`config.mk`:
```
export PLATFORM = sky130hd
export DESIGN_NAME = sprite_clip_quad_emit
export DESIGN_NICKNAME = d
export VERILOG_FILES = /design/src/hw/rtl/sce_pkg.sv /design/src/hw/rtl/sce_front.sv /design/src/hw/rtl/sce_fifo.sv /design/src/hw/rtl/sce_back.sv /design/src/hw/rtl/sce_emit.sv /design/src/hw/rtl/sprite_clip_quad_emit.sv
export VERILOG_INCLUDE_DIRS = /design/src /design/src/hw/rtl
export SDC_FILE = /design/constraint.sdc
export NUM_CORES = 2
export LEC_CHECK = 0
export BUFFER_PORTS_ARGS = -buffer_cell sky130_fd_sc_hd__buf_2
export CELL_PAD_IN_SITES_DETAIL_PLACEMENT = 1
export CELL_PAD_IN_SITES_GLOBAL_PLACEMENT = 1
export CORE_MARGIN = 3
export CORE_UTILIZATION = 50
export CTS_CLUSTER_SIZE = 16
export DETAILED_ROUTE_END_ITERATION = 6
export PLACE_DENSITY_LB_ADDON = 0.1
export SYNTH_ARGS = -nofsm -noshare
export SYNTH_HDL_FRONTEND = slang
export SYNTH_SLANG_ARGS = --single-unit
export TNS_END_PERCENT = 5
```
`constraint.sdc`:
```
create_clock -name clk -period 19.2 [get_ports clk]
set_clock_uncertainty 0.15 [all_clocks]
set_input_delay 0 -clock clk [delete_from_list [all_inputs] [get_ports clk]]
set_output_delay 0 -clock clk [all_outputs]
set_load 0.02 [all_outputs]
```
`src/hw/rtl/sprite_clip_quad_emit_assert.svh`:
```
// Assertion macros for the sprite clip block.
// Both macros expect clk in scope; SCE_ASSERT also expects rst_n.
`ifndef SPRITE_CLIP_QUAD_EMIT_ASSERT_SVH
`define SPRITE_CLIP_QUAD_EMIT_ASSERT_SVH

// Check a property while out of reset.
`define SCE_ASSERT(lbl, prop, msg) \
  lbl: assert property (@(posedge clk) disable iff (!rst_n) prop) else $error(msg);

// Check a property at every edge, reset included.
`define SCE_ASSERT_ALWAYS(lbl, prop, msg) \
  lbl: assert property (@(posedge clk) prop) else $error(msg);

`endif

```
`src/hw/rtl/sce_pkg.sv`:
```
// ----------------------------------------------------------------------------
// sce_pkg
// Shared types and constants of the sprite clip and quad emit block.
// ----------------------------------------------------------------------------
`default_nettype none
package sce_pkg;

  localparam int SCE_QUEUE_DEPTH = 4;

  // configuration register indexes
  typedef enum logic [1:0] {
    REG_CLIP_LEFT   = 2'd0,
    REG_CLIP_TOP    = 2'd1,
    REG_CLIP_WIDTH  = 2'd2,
    REG_CLIP_HEIGHT = 2'd3
  } reg_idx_t;

  // edge clip operations, in the order they must run
  localparam int OP_LEFT   = 0;
  localparam int OP_TOP    = 1;
  localparam int OP_RIGHT  = 2;
  localparam int OP_BOTTOM = 3;

  // classified sprite waiting for texture interpolation
  typedef struct packed {
    logic [19:0]      x;
    logic [19:0]      x2;
    logic [19:0]      y;
    logic [19:0]      y2;
    logic [15:0]      u1;
    logic [15:0]      u2;
    logic [15:0]      v1;
    logic [15:0]      v2;
    logic [31:0]      rgba;
    logic [3:0]       clip;
    logic [3:0][18:0] num;
    logic [3:0][18:0] den;
  } entry_t;

  // finished quad
  typedef struct packed {
    logic [19:0] x;
    logic [19:0] x2;
    logic [19:0] y;
    logic [19:0] y2;
    logic [15:0] u1;
    logic [15:0] u2;
    logic [15:0] v1;
    logic [15:0] v2;
    logic [31:0] rgba;
  } quad_t;

endpackage
`default_nettype wire

```
`src/hw/rtl/sce_front.sv`:
```
// ----------------------------------------------------------------------------
// sce_front
// Configuration registers, trivial reject and edge classification.
// ----------------------------------------------------------------------------
`default_nettype none
module sce_front
  import sce_pkg::*;
(
  input  wire logic               clk,
  input  wire logic               rst_n,
  input  wire logic               cfg_we,
  input  wire logic [1:0]         cfg_addr,
  input  wire logic [15:0]        cfg_wdata,
  input  wire logic               accept,
  input  wire logic signed [19:0] in_pos_x,
  input  wire logic signed [19:0] in_pos_y,
  input  wire logic [18:0]        in_size_w,
  input  wire logic [18:0]        in_size_h,
  input  wire logic [15:0]        in_tex_u1,
  input  wire logic [15:0]        in_tex_v1,
  input  wire logic [15:0]        in_tex_u2,
  input  wire logic [15:0]        in_tex_v2,
  input  wire logic [31:0]        in_rgba,
  output logic                    q_push,
  output entry_t                  q_data
);

  logic [15:0] clip_left_r, clip_top_r;
  logic [14:0] clip_width_r, clip_height_r;

  // write configuration; a zero size is ignored
  always_ff @(posedge clk) begin
    if (!rst_n) begin
      clip_left_r   <= '0;
      clip_top_r    <= '0;
      clip_width_r  <= '0;
      clip_height_r <= '0;
    end else if (cfg_we) begin
      unique case (reg_idx_t'(cfg_addr))
        REG_CLIP_LEFT:   clip_left_r <= cfg_wdata;
        REG_CLIP_TOP:    clip_top_r  <= cfg_wdata;
        REG_CLIP_WIDTH:  if (cfg_wdata[14:0] != '0) clip_width_r <= cfg_wdata[14:0];
        REG_CLIP_HEIGHT: if (cfg_wdata[14:0] != '0) clip_height_r <= cfg_wdata[14:0];
        default: ;
      endcase
    end
  end

  logic signed [22:0] px, py, pw, ph, xe, ye, cl, ct, cr, cb;
  logic signed [22:0] nl, nt, nr, nb;
  logic               lclip, tclip, rclip, bclip, reject;

  // classify against the clip rectangle
  always_comb begin
    px = 23'(in_pos_x);
    py = 23'(in_pos_y);
    pw = $signed({4'b0, in_size_w});
    ph = $signed({4'b0, in_size_h});
    xe = px + pw;
    ye = py + ph;
    cl = 23'($signed({clip_left_r, 4'b0}));
    ct = 23'($signed({clip_top_r, 4'b0}));
    cr = cl + $signed({4'b0, clip_width_r, 4'b0});
    cb = ct + $signed({4'b0, clip_height_r, 4'b0});
    reject = (xe < cl) || (px > cr) || (ye < ct) || (py > cb);
    lclip = px < cl;
    tclip = py < ct;
    rclip = xe > cr;
    bclip = ye > cb;
    nl = cl - px;
    nt = ct - py;
    nr = xe - cr;
    nb = ye - cb;

    q_data.x    = lclip ? cl[19:0] : px[19:0];
    q_data.y    = tclip ? ct[19:0] : py[19:0];
    q_data.x2   = rclip ? cr[19:0] : xe[19:0];
    q_data.y2   = bclip ? cb[19:0] : ye[19:0];
    q_data.u1   = in_tex_u1;
    q_data.u2   = in_tex_u2;
    q_data.v1   = in_tex_v1;
    q_data.v2   = in_tex_v2;
    q_data.rgba = in_rgba;
    q_data.clip = '0;
    q_data.clip[OP_LEFT]   = lclip;
    q_data.clip[OP_TOP]    = tclip;
    q_data.clip[OP_RIGHT]  = rclip;
    q_data.clip[OP_BOTTOM] = bclip;
    q_data.num[OP_LEFT]    = nl[18:0];
    q_data.num[OP_TOP]     = nt[18:0];
    q_data.num[OP_RIGHT]   = nr[18:0];
    q_data.num[OP_BOTTOM]  = nb[18:0];
    // right and bottom scale against the span left after left and top
    q_data.den[OP_LEFT]    = in_size_w;
    q_data.den[OP_TOP]     = in_size_h;
    q_data.den[OP_RIGHT]   = lclip ? in_size_w - nl[18:0] : in_size_w;
    q_data.den[OP_BOTTOM]  = tclip ? in_size_h - nt[18:0] : in_size_h;
  end

  assign q_push = accept && !reject;

endmodule
`default_nettype wire

```
`src/hw/rtl/sce_fifo.sv`:
```
// ----------------------------------------------------------------------------
// sce_fifo
// Short queue of classified sprites between front and back.
// ----------------------------------------------------------------------------
`default_nettype none
module sce_fifo
  import sce_pkg::*;
#(
  parameter int DEPTH = SCE_QUEUE_DEPTH
) (
  input  wire logic   clk,
  input  wire logic   rst_n,
  input  wire logic   push,
  input  wire entry_t wdata,
  input  wire logic   pop,
  output entry_t      rdata,
  output logic        full,
  output logic        not_empty
);

  localparam int PW = $clog2(DEPTH);
  localparam int CW = $clog2(DEPTH + 1);

  entry_t          mem_r [DEPTH];
  logic [PW-1:0]   wr_ptr_r, rd_ptr_r;
  logic [CW-1:0]   count_r;
  logic            do_push, do_pop;

  assign full      = count_r == CW'(DEPTH);
  assign not_empty = count_r != '0;
  assign do_push   = push && !full;
  assign do_pop    = pop && not_empty;
  assign rdata     = mem_r[rd_ptr_r];

  // store entries
  always_ff @(posedge clk) begin
    if (do_push) mem_r[wr_ptr_r] <= wdata;
  end

  // advance pointers and count
  always_ff @(posedge clk) begin
    if (!rst_n) begin
      wr_ptr_r <= '0;
      rd_ptr_r <= '0;
      count_r  <= '0;
    end else begin
      if (do_push) wr_ptr_r <= (wr_ptr_r == PW'(DEPTH - 1)) ? '0 : wr_ptr_r + 1'b1;
      if (do_pop)  rd_ptr_r <= (rd_ptr_r == PW'(DEPTH - 1)) ? '0 : rd_ptr_r + 1'b1;
      if (do_push && !do_pop)      count_r <= count_r + 1'b1;
      else if (do_pop && !do_push) count_r <= count_r - 1'b1;
    end
  end

endmodule
`default_nettype wire

```
`src/hw/rtl/sce_back.sv`:
```
// ----------------------------------------------------------------------------
// sce_back
// Texture interpolation: one multiplier and a bit-serial divider shared by
// the four clipped edges.
// ----------------------------------------------------------------------------
`default_nettype none
module sce_back
  import sce_pkg::*;
(
  input  wire logic   clk,
  input  wire logic   rst_n,
  input  wire logic   q_valid,
  input  wire entry_t q_data,
  output logic        q_pop,
  output logic        quad_valid,
  output quad_t       quad,
  input  wire logic   quad_take
);

  typedef enum logic [3:0] {
    ST_IDLE = 4'b0001,
    ST_MUL  = 4'b0010,
    ST_DIV  = 4'b0100,
    ST_DONE = 4'b1000
  } state_t;

  state_t      state_r, state_nxt;
  entry_t      ent_r;
  logic [3:0]  mask_r;
  logic [1:0]  op_r;
  logic [34:0] prod_r;
  logic        neg_r;
  logic [18:0] den_r, rem_r;
  logic [14:0] q_r;
  logic [3:0]  cnt_r;

  logic [1:0]         op_sel;
  logic signed [16:0] span;
  logic [15:0]        mag;
  logic [18:0]        rem_cur;
  logic [19:0]        shifted, trial;
  logic               qbit;
  logic [15:0]        quo;
  logic signed [16:0] delta;
  logic [15:0]        new_lo, new_hi;
  logic               load;

  // pick the first pending edge
  always_comb begin
    if (mask_r[OP_LEFT])      op_sel = 2'(OP_LEFT);
    else if (mask_r[OP_TOP])  op_sel = 2'(OP_TOP);
    else if (mask_r[OP_RIGHT]) op_sel = 2'(OP_RIGHT);
    else                      op_sel = 2'(OP_BOTTOM);
  end

  // span of the selected axis, sign and magnitude
  always_comb begin
    if (op_sel[0]) span = $signed({1'b0, ent_r.v2}) - $signed({1'b0, ent_r.v1});
    else           span = $signed({1'b0, ent_r.u2}) - $signed({1'b0, ent_r.u1});
    mag = span[16] ? 16'(-span) : span[15:0];
  end

  // one restoring divide step
  always_comb begin
    rem_cur = (cnt_r == '0) ? prod_r[34:16] : rem_r;
    shifted = {rem_cur, prod_r[4'd15 - cnt_r]};
    trial   = shifted - {1'b0, den_r};
    qbit    = !trial[19];
    quo     = (den_r == '0) ? '0 : {q_r, qbit};
    delta   = neg_r ? -$signed({1'b0, quo}) : $signed({1'b0, quo});
    if (op_r[0]) begin
      new_lo = 16'($signed({1'b0, ent_r.v1}) + delta);
      new_hi = 16'($signed({1'b0, ent_r.v2}) - delta);
    end else begin
      new_lo = 16'($signed({1'b0, ent_r.u1}) + delta);
      new_hi = 16'($signed({1'b0, ent_r.u2}) - delta);
    end
  end

  assign quad_valid = state_r == ST_DONE;
  assign load  = q_valid && (state_r == ST_IDLE || (state_r == ST_DONE && quad_take));
  assign q_pop = load;

  // sequence the edges
  always_comb begin
    state_nxt = state_r;
    unique case (state_r)
      ST_IDLE: if (load) state_nxt = (q_data.clip == '0) ? ST_DONE : ST_MUL;
      ST_MUL:  state_nxt = ST_DIV;
      ST_DIV: begin
        if (cnt_r == 4'd15) state_nxt = ((mask_r & ~(4'b1 << op_r)) == '0) ? ST_DONE : ST_MUL;
      end
      ST_DONE: begin
        if (load)           state_nxt = (q_data.clip == '0) ? ST_DONE : ST_MUL;
        else if (quad_take) state_nxt = ST_IDLE;
      end
      default: state_nxt = ST_IDLE;
    endcase
  end

  always_ff @(posedge clk) begin
    if (!rst_n) state_r <= ST_IDLE;
    else        state_r <= state_nxt;
  end

  // datapath
  always_ff @(posedge clk) begin
    if (load) begin
      ent_r  <= q_data;
      mask_r <= q_data.clip;
    end else if (state_r == ST_MUL) begin
      op_r   <= op_sel;
      prod_r <= 35'(mag) * 35'(ent_r.num[op_sel]);
      neg_r  <= span[16];
      den_r  <= ent_r.den[op_sel];
      cnt_r  <= '0;
    end else if (state_r == ST_DIV) begin
      rem_r <= qbit ? trial[18:0] : shifted[18:0];
      q_r   <= {q_r[13:0], qbit};
      cnt_r <= cnt_r + 1'b1;
      if (cnt_r == 4'd15) begin
        mask_r[op_r] <= 1'b0;
        unique case (op_r)
          2'(OP_LEFT):   ent_r.u1 <= new_lo;
          2'(OP_TOP):    ent_r.v1 <= new_lo;
          2'(OP_RIGHT):  ent_r.u2 <= new_hi;
          default:       ent_r.v2 <= new_hi;
        endcase
      end
    end
  end

  assign quad.x    = ent_r.x;
  assign quad.x2   = ent_r.x2;
  assign quad.y    = ent_r.y;
  assign quad.y2   = ent_r.y2;
  assign quad.u1   = ent_r.u1;
  assign quad.u2   = ent_r.u2;
  assign quad.v1   = ent_r.v1;
  assign quad.v2   = ent_r.v2;
  assign quad.rgba = ent_r.rgba;

endmodule
`default_nettype wire

```
`src/hw/rtl/sce_emit.sv`:
```
// ----------------------------------------------------------------------------
// sce_emit
// Holds one finished quad and presents its four strip vertices in turn.
// ----------------------------------------------------------------------------
`default_nettype none
module sce_emit
  import sce_pkg::*;
(
  input  wire logic         clk,
  input  wire logic         rst_n,
  input  wire logic         quad_valid,
  input  wire quad_t        quad,
  output logic              quad_take,
  input  wire logic         pop,
  output logic              empty,
  output logic signed [19:0] out_vert_x,
  output logic signed [19:0] out_vert_y,
  output logic [15:0]       out_vert_u,
  output logic [15:0]       out_vert_v,
  output logic [31:0]       out_vert_rgba,
  output logic [1:0]        out_corner,
  output logic              out_last
);

  `include "sprite_clip_quad_emit_assert.svh"

  quad_t      quad_r;
  logic       busy_r;
  logic [1:0] corner_r;
  logic       done;

  assign done      = busy_r && pop && (corner_r == 2'd3);
  assign quad_take = !busy_r || done;

  // load a quad, advance corners on each transfer
  always_ff @(posedge clk) begin
    if (!rst_n) begin
      busy_r   <= 1'b0;
      corner_r <= '0;
    end else if (quad_take) begin
      busy_r   <= quad_valid;
      corner_r <= '0;
    end else if (pop) begin
      corner_r <= corner_r + 1'b1;
    end
  end

  always_ff @(posedge clk) begin
    if (quad_take && quad_valid) quad_r <= quad;
  end

  assign empty         = !busy_r;
  assign out_vert_x    = corner_r[1] ? quad_r.x2 : quad_r.x;
  assign out_vert_y    = corner_r[0] ? quad_r.y2 : quad_r.y;
  assign out_vert_u    = corner_r[1] ? quad_r.u2 : quad_r.u1;
  assign out_vert_v    = corner_r[0] ? quad_r.v2 : quad_r.v1;
  assign out_vert_rgba = quad_r.rgba;
  assign out_corner    = corner_r;
  assign out_last      = corner_r == 2'd3;

  `SCE_ASSERT(a_corner_step, busy_r && pop && corner_r != 2'd3 |=> busy_r && corner_r == $past(corner_r) + 2'd1, "corner did not advance")
  `SCE_ASSERT(a_hold_stall, busy_r && !pop |=> busy_r && $stable(corner_r), "vertex dropped while stalled")
  `SCE_ASSERT_ALWAYS(a_reset_empty, !rst_n |=> !busy_r && corner_r == 2'd0, "not empty after reset")

endmodule
`default_nettype wire

```
`src/hw/rtl/sprite_clip_quad_emit.sv`:
```
// ----------------------------------------------------------------------------
// sprite_clip_quad_emit
// Clips axis-aligned sprites to a rectangle and emits four strip vertices.
// ----------------------------------------------------------------------------
// Usage: push one sprite on the in_ ports while full is low. A sprite wholly
// outside the clip rectangle is dropped; any other yields four vertices on
// the out_ ports, corners 0..3, out_last on the fourth. A vertex is taken
// with pop while empty is low. Write the clip registers over cfg_ only while
// the block is idle.
// An unclipped sprite passes through the queue, the back's entry register and
// the emit quad register before its first vertex shows. Each clipped edge
// also passes the shared multiply and bit-serial divide unit: a multiply,
// then 16 divide steps. Sprites leave at the pace of the single result port,
// which gives four vertices per quad; clipped edges add divider work.
// A queue of QUEUE_DEPTH sprites lets the front keep accepting while the
// divider works. When pop is held low the current vertex holds, the back
// completes one more quad, then the queue fills and full rises.
// Reset clears the clip rectangle to the point (0,0) and empties all stages.
// ----------------------------------------------------------------------------
`default_nettype none
module sprite_clip_quad_emit
  import sce_pkg::*;
#(
  parameter int QUEUE_DEPTH = SCE_QUEUE_DEPTH
) (
  input  wire logic               clk,
  input  wire logic               rst_n,
  input  wire logic               cfg_we,
  input  wire logic [1:0]         cfg_addr,
  input  wire logic [15:0]        cfg_wdata,
  input  wire logic               push,
  output logic                    full,
  input  wire logic signed [19:0] in_pos_x,
  input  wire logic signed [19:0] in_pos_y,
  input  wire logic [18:0]        in_size_w,
  input  wire logic [18:0]        in_size_h,
  input  wire logic [15:0]        in_tex_u1,
  input  wire logic [15:0]        in_tex_v1,
  input  wire logic [15:0]        in_tex_u2,
  input  wire logic [15:0]        in_tex_v2,
  input  wire logic [31:0]        in_rgba,
  output logic                    empty,
  input  wire logic               pop,
  output logic signed [19:0]      out_vert_x,
  output logic signed [19:0]      out_vert_y,
  output logic [15:0]             out_vert_u,
  output logic [15:0]             out_vert_v,
  output logic [31:0]             out_vert_rgba,
  output logic [1:0]              out_corner,
  output logic                    out_last
);

  logic   q_push, q_pop, q_valid, quad_valid, quad_take;
  entry_t q_wdata, q_rdata;
  quad_t  quad;

  sce_front u_front (
    .clk, .rst_n, .cfg_we, .cfg_addr, .cfg_wdata,
    .accept (push && !full),
    .in_pos_x, .in_pos_y, .in_size_w, .in_size_h,
    .in_tex_u1, .in_tex_v1, .in_tex_u2, .in_tex_v2, .in_rgba,
    .q_push, .q_data (q_wdata)
  );

  sce_fifo #(.DEPTH(QUEUE_DEPTH)) u_fifo (
    .clk, .rst_n, .push (q_push), .wdata (q_wdata), .pop (q_pop),
    .rdata (q_rdata), .full, .not_empty (q_valid)
  );

  sce_back u_back (
    .clk, .rst_n, .q_valid, .q_data (q_rdata), .q_pop,
    .quad_valid, .quad, .quad_take
  );

  sce_emit u_emit (
    .clk, .rst_n, .quad_valid, .quad, .quad_take, .pop, .empty,
    .out_vert_x, .out_vert_y, .out_vert_u, .out_vert_v, .out_vert_rgba,
    .out_corner, .out_last
  );

endmodule
`default_nettype wire
```
==> run metrics <==
status=complete, no violations; Final min period=10.82 ns; startpoint class of the critical path=register; WL/cell=27.8 um; clk buf depth=3; CP required=19.57 ns; post-detailed-route count of antenna-violating nets=0; WHS Path Cells=4; Post-Synthesis Cell Area=99100 um^2; Clk Latency, worst-skew pair=0.84 ns; Post-synth ARST share=0%; DR pass1 iterations=7; Reg2Reg Depth=34; starting DRC count in detailed routing=4529; Min-Delay Path Class=input pin to register; RSZ-0062 raised after global routing=no; Die W=451 um; Final Non-Filler Cells=10.3k; Worst-Margin Slew=1.29 ns; period utilization=56.4%; simple-gate share of the synthesized area=7.08%; largest stage delay on the critical path=0.64 ns; Area Growth Syn to Fin=15.3%; Initial Util=50.5%; Seq/Total Area, Yosys=60.1%; vias in the first global route=65.6k; syn_nets=7726; post-synth top area share=58.5%; main combinational cell family by area after synthesis=adder cells; Synth Area in Adders=10.9%; Slew HR=13.6%; WP data arrival=11.19 ns; crit-path most repeated cell=fa_1; endpoint class of the critical path=register; Detail Placement HPWL=198000 um; largest net degree at the start of global routing=129; CTS tree=built; CTS clock-pin slew for the worst setup and hold paths=0.06 ns; hold_sp=rst_n; Chip Height=451 um; Placed Instance Area=104000 um^2; setup_tns=0 ns; Synth area leader=edfxtp_1; Crit-path slowest cell=or3_1; number of distinct library cells after synthesis=100; Post-synth top flop=edfxtp_1; Top Ports=306; gpl congestion=0.896; Inserted Clock Buffers=208; RR Endpoint=u_back.prod_r[31]; CP top delay family=adder cells; design area=114000 um^2; Final nets=8447; vias per cell=5.88; GRT Overall Usage=28.3%; register bit total from synthesis=2009; Root Buffer=clkbuf_16; fraction of synthesized area in multiplexers=9.85%; hold path endpoint=u_back.state_r[2]; Synth Area in XOR/XNOR=2.06%; # port buffers=305; synth cell count leaders=1931 x edfxtp_1, 576 x nand2_1, 566 x inv_1; first-pass GRT wire length=431000 um; synthesized area per cell=14.5 um^2; setup violators final=0; most common cell in the netlist=edfxtp_1; Vias=60.8k; CP Launch Point=u_back.mask_r[0]; Area contributors post-synth=edfxtp_1 59%, mux4_2 7.7%, ha_1 5.8%; critical path class=register to register; Max Freq=92.4 MHz; initial antenna violation count=19; H-tree Lvls=4; layout cells sized above 1=16.5%; worst reg2reg path startpoint=u_back.mask_r[0]; site row count=162; Buf/Inv on CP=8; Compound-Gate Fraction of Synth Area=6.70%; CTS sink count=2009; EDFF count, synth=1931; FILL cells=18.6k; Synth warnings=0; placed instance count=9588; Hold Fails Final Rpt=0; Cells after Synth=6816; Die ar.=204000 um^2; Max Slew Vio Count=0; Total Wirelength=287000 um; r2r setup slk=8.38 ns; Crit Path Max Fanout=24; final global-route overflow total=0; post-route DRC violation count=0; core box area=196000 um^2; Max Cap Viol=0
tightest hold or removal path, cell delays in order:
cell	delay, ns
dlygate4sd3_1	0.55
buf_2	0.18
inv_2	0.14
nor2_1	0.12
cell type report:
cell class | count | area, um^2 | area share, %
Inverter | 570 | 2150 | 1.88
Multi-Input combinational cell | 3979 | 36400 | 31.9
Antenna cell | 10 | 25.0 | 0.0219
Tap cell | 2624 | 3280 | 2.87
Sequential cell | 2009 | 59600 | 52.1
Timing Repair Buffer | 769 | 5970 | 5.23
Clock buffer | 266 | 5540 | 4.85
Clock inverter | 119 | 1310 | 1.15
cells by family after synthesis:
logic type	count (synthesis)
compound gates	1003
xor+xnor	233
fa+ha+maj	713
buf+inv	828
flops	2009
mux	538
simple gates	1492
registers in the layout (all words and copies together) (netlist names), 16 cells and up, named ones only:
register / flops
u_back.den_r: 19
u_back.ent_r: 152
u_back.prod_r: 35
u_back.quad: 176
u_back.rem_r: 19
u_emit.out_vert_rgba: 32
u_emit.quad_r: 144
u_fifo.mem_r: 1328
u_front.clip_left_r: 16
u_front.clip_top_r: 16
cell usage in the layout (no fill, tap or decap), drive strengths merged, types with 68 or more instances in the layout:
cell	count
fa	250
xnor2	142
buf	406
a21o	83
a21oi	258
clkinv	82
inv	576
nor3	120
edfxtp	1931
ha	463
dfxtp	78
o21ai	252
xor2	91
nor2b	68
nor2	297
mux2	121
mux4	337
nand3	104
mux2i	80
o21a	70
nand2	577
dlygate4sd3	363
clkbuf	266
through the flow:
| step | hold slack [ns] | utilization (%) | setup slack (ns) |
|---|---|---|---|
| after floorplan | -0.0587 | - | 6.31 |
| after global placement | 0.0626 | 52.9 | 8.68 |
| after detailed placement | 0.0668 | 52.9 | 8.48 |
| after CTS | 0.00436 | 58.3 | 8.43 |
| after global routing | 0.0751 | 58.3 | 7.71 |
| final | 0.0910 | 58.3 | 8.38 |
layer usage:
| metal | vias up | global-route usage, % | part of all wire [%] |
|---|---|---|---|
| met3 | 420 | 2.94 | 3.7 |
| met2 | 1503 | 50.5 | 52 |
| li1 | 26900 | - | - |
| met4 | 6 | 8.70 | 3.3 |
| met1 | 32000 | 36.6 | 41 |
| met5 | - | 0 | 0.012 |
repair_timing:
action / in CTS / in global routing
resized for setup: 0 / 0
hold buffers: 363 / 0
setup buffers: 0 / 0
endpoints found under the hold margin: 1176 / 0
worst max path at each step:
stage                               endpoint  slack (ns)  depth (start not counted)
after floorplan           u_fifo.mem_r[0][0]        6.31                         21
after global placement     u_back.prod_r[31]        8.68                         34
after detailed placement   u_back.prod_r[31]        8.48                         34
after CTS                  u_back.prod_r[31]        8.43                         34
after global routing       u_back.prod_r[31]        7.71                         34
final                      u_back.prod_r[31]        8.38                         34
Power is left out: the tool's default activity adds up to more than one toggle a clock period on the data nets, which glitch-free logic cannot reach.
